`src/design/csvrfp_pkg.sv`:
```
// package: constants, types and control structs of the csv record field parser
`timescale 1ns / 1ps

package csvrfp_pkg;

   localparam int MAX_FIELDS  = 64;
   localparam int BLANK_LIMIT = 32;

   localparam int BYTE_W = 8;
   localparam int FIDX_W = 6;
   localparam int ERR_W  = 2;
   localparam int FCNT_W = $clog2(MAX_FIELDS + 1);
   localparam int HCNT_W = $clog2(BLANK_LIMIT + 1);

   localparam logic [BYTE_W-1:0] CH_NUL   = 8'h00;
   localparam logic [BYTE_W-1:0] CH_QUOTE = 8'h22;
   localparam logic [BYTE_W-1:0] CH_COMMA = 8'h2C;
   localparam logic [BYTE_W-1:0] CH_LF    = 8'h0A;
   localparam logic [BYTE_W-1:0] CH_CR    = 8'h0D;
   localparam logic [BYTE_W-1:0] CH_SPACE = 8'h20;
   localparam logic [BYTE_W-1:0] CH_TAB   = 8'h09;

   localparam logic [ERR_W-1:0] ERR_NONE       = 2'd0;
   localparam logic [ERR_W-1:0] ERR_MANY_FIELD = 2'd1;
   localparam logic [ERR_W-1:0] ERR_BLANK_OVF  = 2'd2;

   typedef enum logic [2:0] {
      MODE_START,
      MODE_PLAIN,
      MODE_QUOTED,
      MODE_QCLOSE,
      MODE_DROP
   } field_mode_type;

   typedef enum logic [1:0] {
      CTL_RUN,
      CTL_FLUSH,
      CTL_CONTENT
   } ctl_state_type;

   typedef struct packed {
      logic take;
      logic flush_emit;
      logic content_emit;
   } ctl_cmd_type;

   typedef struct packed {
      logic slot_free;
      logic item_flushes;
      logic last_blank;
   } dp_status_type;

endpackage

```
`src/design/csv_record_field_parser.sv`:
```
// top level: csv record and field parser, controller plus datapath
`timescale 1ns / 1ps

// Streams CSV text one byte per beat and returns field content bytes with
// field-end and record-end marks. Records end at CR, LF or CR LF while the
// quote parity is even; a leading quote opens a quoted field where a doubled
// quote gives one quote. Blank-only records are skipped, so leading spaces
// and tabs are held (up to BLANK_LIMIT) and replayed once the record proves
// visible. Throughput is one input byte per cycle, each giving at most one
// result beat straight into the single output register, and the next byte is
// taken while that result waits as long as the consumer takes it in the same
// cycle. A byte that ends a run of held blanks is taken first; the blanks are
// then replayed through the output register one per cycle while the consumer
// takes them, and its own result follows. Errors: code 1 when a record
// exceeds MAX_FIELDS fields, code 2 when held blanks overflow; either drops the
// rest of the record, whose terminator still gives a record_end beat.

module csv_record_field_parser (
   input  logic                          clock,
   input  logic                          reset,
   input  logic                          req_valid,
   output logic                          req_ready,
   input  logic [csvrfp_pkg::BYTE_W-1:0] req_byte_req,
   input  logic                          req_end_of_input,
   output logic                          rsp_valid,
   input  logic                          rsp_ready,
   output logic [csvrfp_pkg::BYTE_W-1:0] rsp_data_byte,
   output logic                          rsp_has_byte,
   output logic                          rsp_field_end,
   output logic                          rsp_record_end,
   output logic [csvrfp_pkg::FIDX_W-1:0] rsp_field_index,
   output logic [csvrfp_pkg::ERR_W-1:0]  rsp_error_code,
   output logic                          rsp_last
);
   import csvrfp_pkg::*;

   // command and status between the sequencer and the datapath
   ctl_cmd_type   cmd;
   dp_status_type status;

   // sequencer: intake, blank replay, deferred content beat
   csvrfp_ctrl u_ctrl (
      .clock     (clock),
      .reset     (reset),
      .req_valid (req_valid),
      .req_ready (req_ready),
      .status    (status),
      .cmd       (cmd)
   );

   // parse state, blank hold and output register
   csvrfp_datapath u_datapath (
      .clock            (clock),
      .reset            (reset),
      .req_byte_req     (req_byte_req),
      .req_end_of_input (req_end_of_input),
      .rsp_valid        (rsp_valid),
      .rsp_ready        (rsp_ready),
      .rsp_data_byte    (rsp_data_byte),
      .rsp_has_byte     (rsp_has_byte),
      .rsp_field_end    (rsp_field_end),
      .rsp_record_end   (rsp_record_end),
      .rsp_field_index  (rsp_field_index),
      .rsp_error_code   (rsp_error_code),
      .rsp_last         (rsp_last),
      .cmd              (cmd),
      .status           (status)
   );

endmodule

```
`src/design/csvrfp_ctrl.sv`:
```
// controller: sequences byte intake, held blank replay and the deferred content beat
`timescale 1ns / 1ps

module csvrfp_ctrl (
   input  logic                      clock,
   input  logic                      reset,
   input  logic                      req_valid,
   output logic                      req_ready,
   input  csvrfp_pkg::dp_status_type status,
   output csvrfp_pkg::ctl_cmd_type   cmd
);
   import csvrfp_pkg::*;

   ctl_state_type state_ff;
   ctl_state_type state_in;

   always_ff @(posedge clock) begin
      if (reset) begin
         state_ff <= CTL_RUN;
      end else begin
         state_ff <= state_in;
      end
   end

   always_comb begin
      state_in = state_ff;
      case (state_ff)
         CTL_RUN: begin
            if (req_valid && status.slot_free && status.item_flushes) begin
               state_in = CTL_FLUSH;
            end
         end
         CTL_FLUSH: begin
            if (status.slot_free && status.last_blank) begin
               state_in = CTL_CONTENT;
            end
         end
         CTL_CONTENT: begin
            if (status.slot_free) begin
               state_in = CTL_RUN;
            end
         end
         default: begin
            state_in = CTL_RUN;
         end
      endcase
   end

   always_comb begin
      req_ready        = 1'b0;
      cmd.take         = 1'b0;
      cmd.flush_emit   = 1'b0;
      cmd.content_emit = 1'b0;
      case (state_ff)
         CTL_RUN: begin
            req_ready = status.slot_free;
            cmd.take  = req_valid && status.slot_free;
         end
         CTL_FLUSH: begin
            cmd.flush_emit = status.slot_free;
         end
         CTL_CONTENT: begin
            cmd.content_emit = status.slot_free;
         end
         default: begin
            req_ready = 1'b0;
         end
      endcase
   end

endmodule

```
`src/design/csvrfp_datapath.sv`:
```
// datapath: record and field state, blank hold register and the result register
`timescale 1ns / 1ps

module csvrfp_datapath (
   input  logic                                   clock,
   input  logic                                   reset,
   input  logic [csvrfp_pkg::BYTE_W-1:0]          req_byte_req,
   input  logic                                   req_end_of_input,
   output logic                                   rsp_valid,
   input  logic                                   rsp_ready,
   output logic [csvrfp_pkg::BYTE_W-1:0]          rsp_data_byte,
   output logic                                   rsp_has_byte,
   output logic                                   rsp_field_end,
   output logic                                   rsp_record_end,
   output logic [csvrfp_pkg::FIDX_W-1:0]          rsp_field_index,
   output logic [csvrfp_pkg::ERR_W-1:0]           rsp_error_code,
   output logic                                   rsp_last,
   input  csvrfp_pkg::ctl_cmd_type                cmd,
   output csvrfp_pkg::dp_status_type              status
);
   import csvrfp_pkg::*;

   // record state
   logic                   parity_ff,   parity_in;
   logic                   swallow_ff,  swallow_in;
   logic                   visible_ff,  visible_in;
   field_mode_type         mode_ff,     mode_in;
   logic                   after_ff,    after_in;
   logic [FCNT_W-1:0]      fcnt_ff,     fcnt_in;
   logic [HCNT_W-1:0]      hcnt_ff,     hcnt_in;
   logic [BLANK_LIMIT-1:0] kinds_ff,    kinds_in;
   logic [BYTE_W-1:0]      pending_ff,  pending_in;

   // result register
   logic                   rvalid_ff,   rvalid_in;
   logic [BYTE_W-1:0]      rbyte_ff,    rbyte_in;
   logic                   rhas_ff,     rhas_in;
   logic                   rfe_ff,      rfe_in;
   logic                   rre_ff,      rre_in;
   logic [FIDX_W-1:0]      ridx_ff,     ridx_in;
   logic [ERR_W-1:0]       rerr_ff,     rerr_in;
   logic                   rlast_ff,    rlast_in;

   logic                   res_load;
   logic                   do_end;
   logic                   content_go;
   logic [BYTE_W-1:0]      cc;
   logic                   is_blank;
   logic                   is_term;
   logic                   swallowed;
   logic [FIDX_W-1:0]      cur_idx;

   assign is_blank  = (req_byte_req == CH_SPACE) || (req_byte_req == CH_TAB);
   assign is_term   = ((req_byte_req == CH_CR) || (req_byte_req == CH_LF)) && !parity_ff;
   assign swallowed = swallow_ff && (req_byte_req == CH_LF);
   assign cur_idx   = FIDX_W'(fcnt_ff);

   assign status.slot_free    = !rvalid_ff || rsp_ready;
   assign status.last_blank   = (hcnt_ff == HCNT_W'(1));
   assign status.item_flushes = !req_end_of_input && (req_byte_req != CH_NUL) && !swallowed
                                && !is_term && !visible_ff && !is_blank
                                && (hcnt_ff != '0);

   always_comb begin
      parity_in  = parity_ff;
      swallow_in = swallow_ff;
      visible_in = visible_ff;
      mode_in    = mode_ff;
      after_in   = after_ff;
      fcnt_in    = fcnt_ff;
      hcnt_in    = hcnt_ff;
      kinds_in   = kinds_ff;
      pending_in = pending_ff;
      res_load   = 1'b0;
      rbyte_in   = CH_NUL;
      rhas_in    = 1'b0;
      rfe_in     = 1'b0;
      rre_in     = 1'b0;
      ridx_in    = '0;
      rerr_in    = ERR_NONE;
      rlast_in   = 1'b1;
      do_end     = 1'b0;
      content_go = 1'b0;
      cc         = req_byte_req;

      if (cmd.take) begin
         if (req_end_of_input) begin
            swallow_in = 1'b0;
            do_end     = 1'b1;
         end else if (req_byte_req == CH_NUL) begin
            swallow_in = swallow_ff;
         end else if (swallowed) begin
            swallow_in = 1'b0;
         end else begin
            swallow_in = 1'b0;
            if (is_term) begin
               swallow_in = (req_byte_req == CH_CR);
               do_end     = 1'b1;
            end else begin
               parity_in = parity_ff ^ (req_byte_req == CH_QUOTE);
               if (!visible_ff && is_blank) begin
                  if (hcnt_ff >= HCNT_W'(BLANK_LIMIT)) begin
                     // blank hold overflow: drop the rest of the record
                     res_load   = 1'b1;
                     rerr_in    = ERR_BLANK_OVF;
                     hcnt_in    = '0;
                     kinds_in   = '0;
                     visible_in = 1'b1;
                     mode_in    = MODE_DROP;
                  end else begin
                     for (int i = 0; i < BLANK_LIMIT; i++) begin
                        kinds_in[i] = kinds_ff[i] ||
                                      ((req_byte_req == CH_TAB) && (hcnt_ff == HCNT_W'(i)));
                     end
                     hcnt_in = hcnt_ff + HCNT_W'(1);
                  end
               end else if (!visible_ff && (hcnt_ff != '0)) begin
                  // replay held blanks first, content beat follows
                  visible_in = 1'b1;
                  mode_in    = MODE_PLAIN;
                  pending_in = req_byte_req;
               end else begin
                  visible_in = 1'b1;
                  content_go = 1'b1;
               end
            end
         end
      end else if (cmd.flush_emit) begin
         res_load = 1'b1;
         rbyte_in = kinds_ff[0] ? CH_TAB : CH_SPACE;
         rhas_in  = 1'b1;
         rlast_in = 1'b0;
         kinds_in = kinds_ff >> 1;
         hcnt_in  = hcnt_ff - HCNT_W'(1);
      end else if (cmd.content_emit) begin
         cc         = pending_ff;
         content_go = 1'b1;
      end

      if (do_end) begin
         if (visible_ff) begin
            res_load = 1'b1;
            rre_in   = 1'b1;
            if (mode_ff == MODE_DROP) begin
               rfe_in = 1'b0;
            end else if ((mode_ff == MODE_START) && after_ff &&
                         (fcnt_ff >= FCNT_W'(MAX_FIELDS))) begin
               rfe_in = 1'b0;
            end else begin
               rfe_in  = 1'b1;
               ridx_in = cur_idx;
            end
         end
         parity_in  = 1'b0;
         visible_in = 1'b0;
         mode_in    = MODE_START;
         after_in   = 1'b0;
         fcnt_in    = '0;
         hcnt_in    = '0;
         kinds_in   = '0;
      end

      if (content_go) begin
         case (mode_ff)
            MODE_START: begin
               if (fcnt_ff >= FCNT_W'(MAX_FIELDS)) begin
                  res_load = 1'b1;
                  rerr_in  = ERR_MANY_FIELD;
                  mode_in  = MODE_DROP;
               end else if (cc == CH_QUOTE) begin
                  after_in = 1'b0;
                  mode_in  = MODE_QUOTED;
               end else if (cc == CH_COMMA) begin
                  res_load = 1'b1;
                  rfe_in   = 1'b1;
                  ridx_in  = cur_idx;
                  fcnt_in  = fcnt_ff + FCNT_W'(1);
                  after_in = 1'b1;
                  mode_in  = MODE_START;
               end else begin
                  after_in = 1'b0;
                  res_load = 1'b1;
                  rbyte_in = cc;
                  rhas_in  = 1'b1;
                  ridx_in  = cur_idx;
                  mode_in  = MODE_PLAIN;
               end
            end
            MODE_PLAIN: begin
               res_load = 1'b1;
               ridx_in  = cur_idx;
               if (cc == CH_COMMA) begin
                  rfe_in   = 1'b1;
                  fcnt_in  = fcnt_ff + FCNT_W'(1);
                  after_in = 1'b1;
                  mode_in  = MODE_START;
               end else begin
                  rbyte_in = cc;
                  rhas_in  = 1'b1;
               end
            end
            MODE_QUOTED: begin
               if (cc == CH_QUOTE) begin
                  mode_in = MODE_QCLOSE;
               end else begin
                  res_load = 1'b1;
                  rbyte_in = cc;
                  rhas_in  = 1'b1;
                  ridx_in  = cur_idx;
               end
            end
            MODE_QCLOSE: begin
               res_load = 1'b1;
               ridx_in  = cur_idx;
               if (cc == CH_QUOTE) begin
                  rbyte_in = CH_QUOTE;
                  rhas_in  = 1'b1;
                  mode_in  = MODE_QUOTED;
               end else if (cc == CH_COMMA) begin
                  rfe_in   = 1'b1;
                  fcnt_in  = fcnt_ff + FCNT_W'(1);
                  after_in = 1'b1;
                  mode_in  = MODE_START;
               end else begin
                  // junk after closing quote ends the field and the record content
                  rfe_in  = 1'b1;
                  fcnt_in = fcnt_ff + FCNT_W'(1);
                  mode_in = MODE_DROP;
               end
            end
            default: begin
               mode_in = MODE_DROP;
            end
         endcase
      end
   end

   always_comb begin
      rvalid_in = rvalid_ff;
      if (res_load) begin
         rvalid_in = 1'b1;
      end else if (rsp_ready) begin
         rvalid_in = 1'b0;
      end
   end

   always_ff @(posedge clock) begin
      if (reset) begin
         parity_ff  <= 1'b0;
         swallow_ff <= 1'b0;
         visible_ff <= 1'b0;
         mode_ff    <= MODE_START;
         after_ff   <= 1'b0;
         fcnt_ff    <= '0;
         hcnt_ff    <= '0;
         kinds_ff   <= '0;
         rvalid_ff  <= 1'b0;
      end else begin
         parity_ff  <= parity_in;
         swallow_ff <= swallow_in;
         visible_ff <= visible_in;
         mode_ff    <= mode_in;
         after_ff   <= after_in;
         fcnt_ff    <= fcnt_in;
         hcnt_ff    <= hcnt_in;
         kinds_ff   <= kinds_in;
         rvalid_ff  <= rvalid_in;
      end
   end

   always_ff @(posedge clock) begin
      pending_ff <= pending_in;
      if (res_load) begin
         rbyte_ff <= rbyte_in;
         rhas_ff  <= rhas_in;
         rfe_ff   <= rfe_in;
         rre_ff   <= rre_in;
         ridx_ff  <= ridx_in;
         rerr_ff  <= rerr_in;
         rlast_ff <= rlast_in;
      end
   end

   assign rsp_valid       = rvalid_ff;
   assign rsp_data_byte   = rbyte_ff;
   assign rsp_has_byte    = rhas_ff;
   assign rsp_field_end   = rfe_ff;
   assign rsp_record_end  = rre_ff;
   assign rsp_field_index = ridx_ff;
   assign rsp_error_code  = rerr_ff;
   assign rsp_last        = rlast_ff;

endmodule

```
`config.mk`:
```
export PLATFORM = sky130hd
export DESIGN_NAME = csv_record_field_parser
export DESIGN_NICKNAME = d
export VERILOG_FILES = /design/src/design/csvrfp_pkg.sv /design/src/design/csv_record_field_parser.sv /design/src/design/csvrfp_ctrl.sv /design/src/design/csvrfp_datapath.sv
export SDC_FILE = /design/constraint.sdc
export NUM_CORES = 1
export LEC_CHECK = 0
export BUFFER_PORTS_ARGS = -buffer_cell sky130_fd_sc_hd__buf_2
export CORE_MARGIN = 10
export CORE_UTILIZATION = 50
export CTS_BUF_LIST = sky130_fd_sc_hd__clkbuf_8
export DETAILED_ROUTE_END_ITERATION = 10
export GPL_TIMING_DRIVEN = 0
export PLACE_DENSITY = 0.68
export RECOVER_POWER = 50
export SYNTH_ARGS = -nofsm -noshare
export SYNTH_HDL_FRONTEND = slang
export SYNTH_SLANG_ARGS = --single-unit
```
`constraint.sdc`:
```
create_clock -name clock -period 4.32 [get_ports clock]
set_input_delay 0.864 -clock clock [delete_from_list [all_inputs] [get_ports clock]]
set_output_delay 0.864 -clock clock [all_outputs]
set_load 0.05 [all_outputs]
```
# [Word level (Yosys, flattened, before mapping)]
# Cells that the tools add are included.
[totals] ram_bits=0 rom_bits=0 memories=0 elab_cells=332 ff_bits=83 latchBits=0 inputBits=13 out_inout_bits=22
[op_classes] mux=144 n_lt_le_gt_ge=2 add_sub_neg=3 div=0 n_eq_ne=54 multipliers=0 reduce_logical=105 n_bitwise=6 n_shift=0
[ops] op="$mux 32" count=8
[ops] op="$eq 6x5->1 const B" count=16
[ops] op="$mux 6" count=16
[ops] op="$mux 8" count=11
[ops] op="$mux 1" count=65
[ops] op="$eq 6x4->1 const B" count=8
[ops] op="$mux 3" count=16
[ops] op="$logic_and 1x1->1" count=47
[ops] op="$mux 7" count=6
[ops] op="$logic_or 1x1->1" count=35
[ops] op="$eq 8x6->1 const B" count=4
[ops] op="$pmux 8 s4" count=1
[ops] op="$mux 2" count=13
[ops] op="$eq 6x3->1 const B" count=4
[ops] op="$eq 8x4->1 const B" count=3
[ops] op="$pmux 7 s3" count=1
[ops] op="$pmux 6 s3" count=1
[ops] op="$eq 6x2->1 const B" count=2
[ops] op="$ne 2x2->1 const B" count=6
[ops] op="$pmux 3 s4" count=1
[ops] op="$reduce_and 6->1" count=2
[ops] op="$pmux 1 s3" count=3
[ops] op="$logic_not 8->1" count=1
[ops] op="$ne 2x1->1 const B" count=4
[ops] op="27 further kinds" count=40

# [Longest topological paths before layout]
[depth] ltp_word=16 ltp_mapped=10

# [Hierarchy]
# From an unflattened synthesis, not the netlist that was laid out.
[unflattened] cells_unflattened=510 area_unflattened_um2=4623.2
[by_module_without_submodules] mod="csvrfp_datapath" n_inst=1 area_each_um2=4500.6 cells_per_inst=498 seq_area_each_um2=1901.8
[by_module_without_submodules] mod="csvrfp_ctrl" n_inst=1 area_each_um2=122.6 cells_per_inst=12 seq_area_each_um2=40.0

# [Worst setup path after synthesis]
# Ideal clock, no wire load.
[synth_path] path_type="input to register" from="input req_byte_req[0] (netlist bit)" to="register u_datapath.rbyte_ff[0] (netlist: u_datapath.rsp_data_byte[0]) (enable)" setup_ns=0.453 arrival_ns=3.020 path_stages=8 required_ns=3.867 setup_slack_ns=0.847 path_cell_list="buf_6 > or3b_1 > a2111o_1 > a311o_1 > nand4b_2 > buf_6 > a21o_1 > nand3_1"
[synth_between] elab_chain_cells=15 elab_cells_between_ends=37 classes_between="eq/ne: 5; mux: 26; reduce/logical: 6"
[synth_lines] item="from (decl)" line="csv_record_field_parser.sv:23" source="input logic [csvrfp_pkg::BYTE_W-1:0] req_byte_req,"
[synth_lines] item="$eq 8x6->1 or $eq 8x4->1 (tied branches)" line="csvrfp_datapath.sv:53" source="assign is_blank = (req_byte_req == CH_SPACE) || (req_byte_req == CH_TAB);"
[synth_lines] item="$logic_or 1x1->1" line="csvrfp_datapath.sv:53"
[synth_lines] item="$logic_and 1x1->1" line="csvrfp_datapath.sv:101" source="if (!visible_ff && is_blank) begin"
[synth_lines] item="$mux 1" line="csvrfp_datapath.sv:101"
[synth_lines] item="$mux 1" line="csvrfp_datapath.sv:96" source="if (is_term) begin"
[synth_lines] item="$mux 1" line="csvrfp_datapath.sv:92" source="end else if (swallowed) begin"
[synth_lines] item="$mux 1" line="csvrfp_datapath.sv:90" source="end else if (req_byte_req == CH_NUL) begin"
[synth_lines] item="$mux 1" line="csvrfp_datapath.sv:87" source="if (req_end_of_input) begin"
[synth_lines] item="$mux 1" line="csvrfp_datapath.sv:86" source="if (cmd.take) begin"
[synth_lines] item="$mux 1" line="csvrfp_datapath.sv:141" source="if (visible_ff) begin"
[synth_lines] item="$mux 1" line="csvrfp_datapath.sv:140" source="if (do_end) begin"
[synth_lines] item="$mux 1" line="csvrfp_datapath.sv:170" source="end else if (cc == CH_QUOTE) begin"
[synth_lines] item="$mux 1" line="csvrfp_datapath.sv:166" source="if (fcnt_ff >= FCNT_W'(MAX_FIELDS)) begin"
[synth_lines] item="$pmux 1 s3" line="csvrfp_datapath.sv:164" source="case (mode_ff)"
[synth_lines] item="$mux 1 (*)" line="csvrfp_datapath.sv:163" source="if (content_go) begin"
[synth_lines] item="via u_datapath.res_load" line="csvrfp_datapath.sv:44" source="logic res_load;"
[synth_lines] item="to (signal assigned)" line="csvrfp_datapath.sv:274" source="rbyte_ff <= rbyte_in;"
[synth_lines] item="to (decl)" line="csvrfp_datapath.sv:36" source="logic [BYTE_W-1:0] rbyte_ff, rbyte_in;"
# Mark *: on every way through the listed nets, which the timed path passes. The rest lies on a longest branch.
# A chain may end at the register's enable or synchronous reset.

# [Final worst setup path]
[layout_path] from="input req_byte_req[5] (netlist bit)" to="register u_datapath.rbyte_ff[1] (netlist: u_datapath.rsp_data_byte[1]) (enable)"
# Same word-level chain as after synthesis.

==> flow_metrics.tcl <==
set metrics [dict create \
    ys_warn_count 0 \
    ys_types 80 \
    grt_pass1_wl_mm 19.0 \
    finalPower_w 0.00166 \
    ant_nets 0 \
    ys_async_sr_fraction_pct 0 \
    fin_tns_setup_ns 0 \
    synthesis.nets 543 \
    r2r-end "u_datapath.rsp_data_byte[1]" \
    cts.sinks 83 \
    hold_depth 2 \
    io_pins 35 \
    grt_pass1_vias 3857 \
    rr_worst_depth 5 \
    path_clk_slew_ns 0.08 \
    worstMarginPinSlew_ns 1.59 \
    core-area_mm2 0.00881 \
    drive_gt1_share_pct 7.34 \
    post_cts_buffers 0 \
    antenna_found_initial 0 \
    critPathRequiredTime_ns 4.30 \
    root_buffer "clkbuf_8" \
    synth-edff-count 28 \
    register_area_mm2 0.00194 \
    via_per_inst 6.10 \
    leakage_nw 1.70 \
    drv_cap 1 \
    ys_top_cells_by_area "dfxtp_1 24%, edfxtp_1 18%, nand2_1 5.5%" \
    placed_area_mm2 0.00489 \
    cts_buffers 9 \
    ir_drop_uv 213 \
    ctsResizeCount 0 \
    grt_max_degree 21 \
    ys_seq_area_share_pct 42.4 \
    die_x_um 116 \
    hold_class "reg -> reg" \
    fp.dieH_um 116 \
    hold_violations 0 \
    io_buffers 33 \
    p_per_area_mw_per_mm2 331 \
    endpoint_kind "flip-flop" \
    drcViolationCount 0 \
    worstSkewPairLatency_ns 0.36 \
    status "complete, but fails checks" \
    ys.flop_type "dfxtp_1" \
    drt_iter0_markers 209 \
    vias 4151 \
    final_common_cell "nand2_1" \
    slew_violations 13 \
    fmax_mhz 259 \
    fin_crit_ns 3.87 \
    cts_tree "built" \
    grt_util_all_layers_pct 17.5 \
    violations "capacitance limit, slew limit" \
    postCtsHoldBufs 0 \
    setup_viol 0 \
    reg2reg_from "u_datapath.swallow_ff" \
    rows 34 \
    multi_input_area_mm2 0.00234 \
    fin_nets 587 \
    yosys.area.top_type "dfxtp_1" \
    worstPathArrival_ns 3.85 \
    cts_buffer_depth 2 \
    insertedDiodeCount 0 \
    yosysTopAreaCellShare_pct 24.0 \
    rsz0062_at_grt "false" \
    ys_ff_latch 83 \
    grt_remaining_overflow 0 \
    drt-pass1-iter-count 5 \
    fin_crit_sh_pct 89.5 \
    setup_slack_ns 0.455 \
    start_kind "input port" \
    crit_type "in -> reg" \
    preCtsSetupSlack_ns 0.259 \
    relSlewSlack_pct -7.09 \
    fin_skew_ns 0.0102 \
    hp-start "u_datapath.kinds_ff[9]" \
    place_hpwl_mm 8.57 \
    place_congestion 0.950 \
    rrSetupSlack_ns 0.90 \
    avgSynthCellArea_um2 8.74 \
    mostFrequentLayoutCells "67 x nand2_1, 57 x nor2_1, 55 x dfxtp_1" \
    initial_core_util_pct 52.0 \
    cp-startpoint "req_byte_req[5]" \
    htreeDepth 3 \
    crit_end "u_datapath.rsp_data_byte[1]" \
    critPathMaxFanout 20 \
    netlist_instances 524 \
    routed_wirelength_mm 11.8 \
    stdcell_area_mm2 0.00500 \
    fillers 835 \
    die_area_mm2 0.0134 \
    synth.cell_area_mm2 0.00458 \
    syn_to_final_growth_pct 9.07 \
    routedWlPerCell_um 17.3 \
    timing.hold.ws_ns 0.459 \
]
==> worst max-delay path, cell delays in order <==
cell and delay, ns:
clkbuf_1 0.15, or4_1 0.64, a2111oi_0 0.82, o21ai_0 0.27
or2_0 0.40, nand3_1 0.70
==> state kept, by name, summed over array words and instances, names as in the netlist, 2 cells and up <==
signal	count
u_ctrl.state_ff	2
u_datapath.rsp_data_byte	8
u_datapath.pending_ff	8
u_datapath.rsp_error_code	2
u_datapath.rsp_field_index	6
u_datapath.kinds_ff	32
u_datapath.mode_ff	3
u_datapath.fcnt_ff	7
u_datapath.hcnt_ff	6
==> power breakdown <==
| part | internal, W | leakage (nW) | total, W | switching (W) |
|---|---|---|---|---|
| logic | 0.0000442 | 0.874 | 0.000180 | 0.000136 |
| registers | 0.000822 | 0.699 | 0.000828 | 0.00000560 |
| clock network | 0.000375 | 0.123 | 0.000648 | 0.000273 |
==> cells by family after synthesis <==
group	count (synthesis)	synth area share [%]
xor+xnor	5	0.956
fa+ha+maj	6	1.64
mux	4	0.874
simple gates	208	23.0
compound gates	172	25.8
flops	83	42.4
buf+inv	46	5.35
==> cell type report <==
class                   instances  share of cell area, %
plain buffers                  31                   3.48
repair buffers                 33                   2.55
flip-flops and latches         83                   38.9
clock buffers                   9                   2.48
inverters                      15                   1.13
clock inverters                 6                   2.03
multi-input cells             395                   46.8
well taps                     108                   2.70
==> how the worst min path moves through the flow <==
stage	end	slack (ns)
2_1_floorplan	u_datapath.kinds_ff[0]	0.43
3_3_place_gp	u_datapath.kinds_ff[2]	0.44
6_report	u_datapath.kinds_ff[8]	0.46
4_1_cts	u_datapath.kinds_ff[1]	0.46
5_1_grt	u_datapath.kinds_ff[9]	0.48
3_5_place_dp	u_datapath.kinds_ff[1]	0.45
==> through the flow <==
stage / std cells / util (%)
finish: 680 / 56.7
global route: 680 / 56.7
CTS: 680 / 58.0
detailed placement: 665 / 55.5
global placement: 665 / 55.4
floorplan: 524 / -
==> cells in the mapped netlist (6+ instances only) <==
cell type  count
a21boi_1       7
a21oi_1       46
buf_6          6
clkbuf_1      16
dfxtp_1       55
edfxtp_1      28
ha_1           6
inv_1         15
nand2_1       67
nand2b_1      10
nand3_1       11
nor2_1        57
nor3_1        11
nor4_1         9
o21ai_0       31
o21ai_1       18
==> layer usage <==
metal | global-route usage [%] | share of wire [%] | vias to the layer above
met5 | 0 | 0 | -
met4 | 7.26 | 1.3 | 0
met3 | 2.79 | 5.6 | 15
met2 | 29.7 | 50 | 130
met1 | 21.7 | 44 | 1994
li1 | - | - | 2012
No activity file was read; power rests on OpenSTA's default activity.
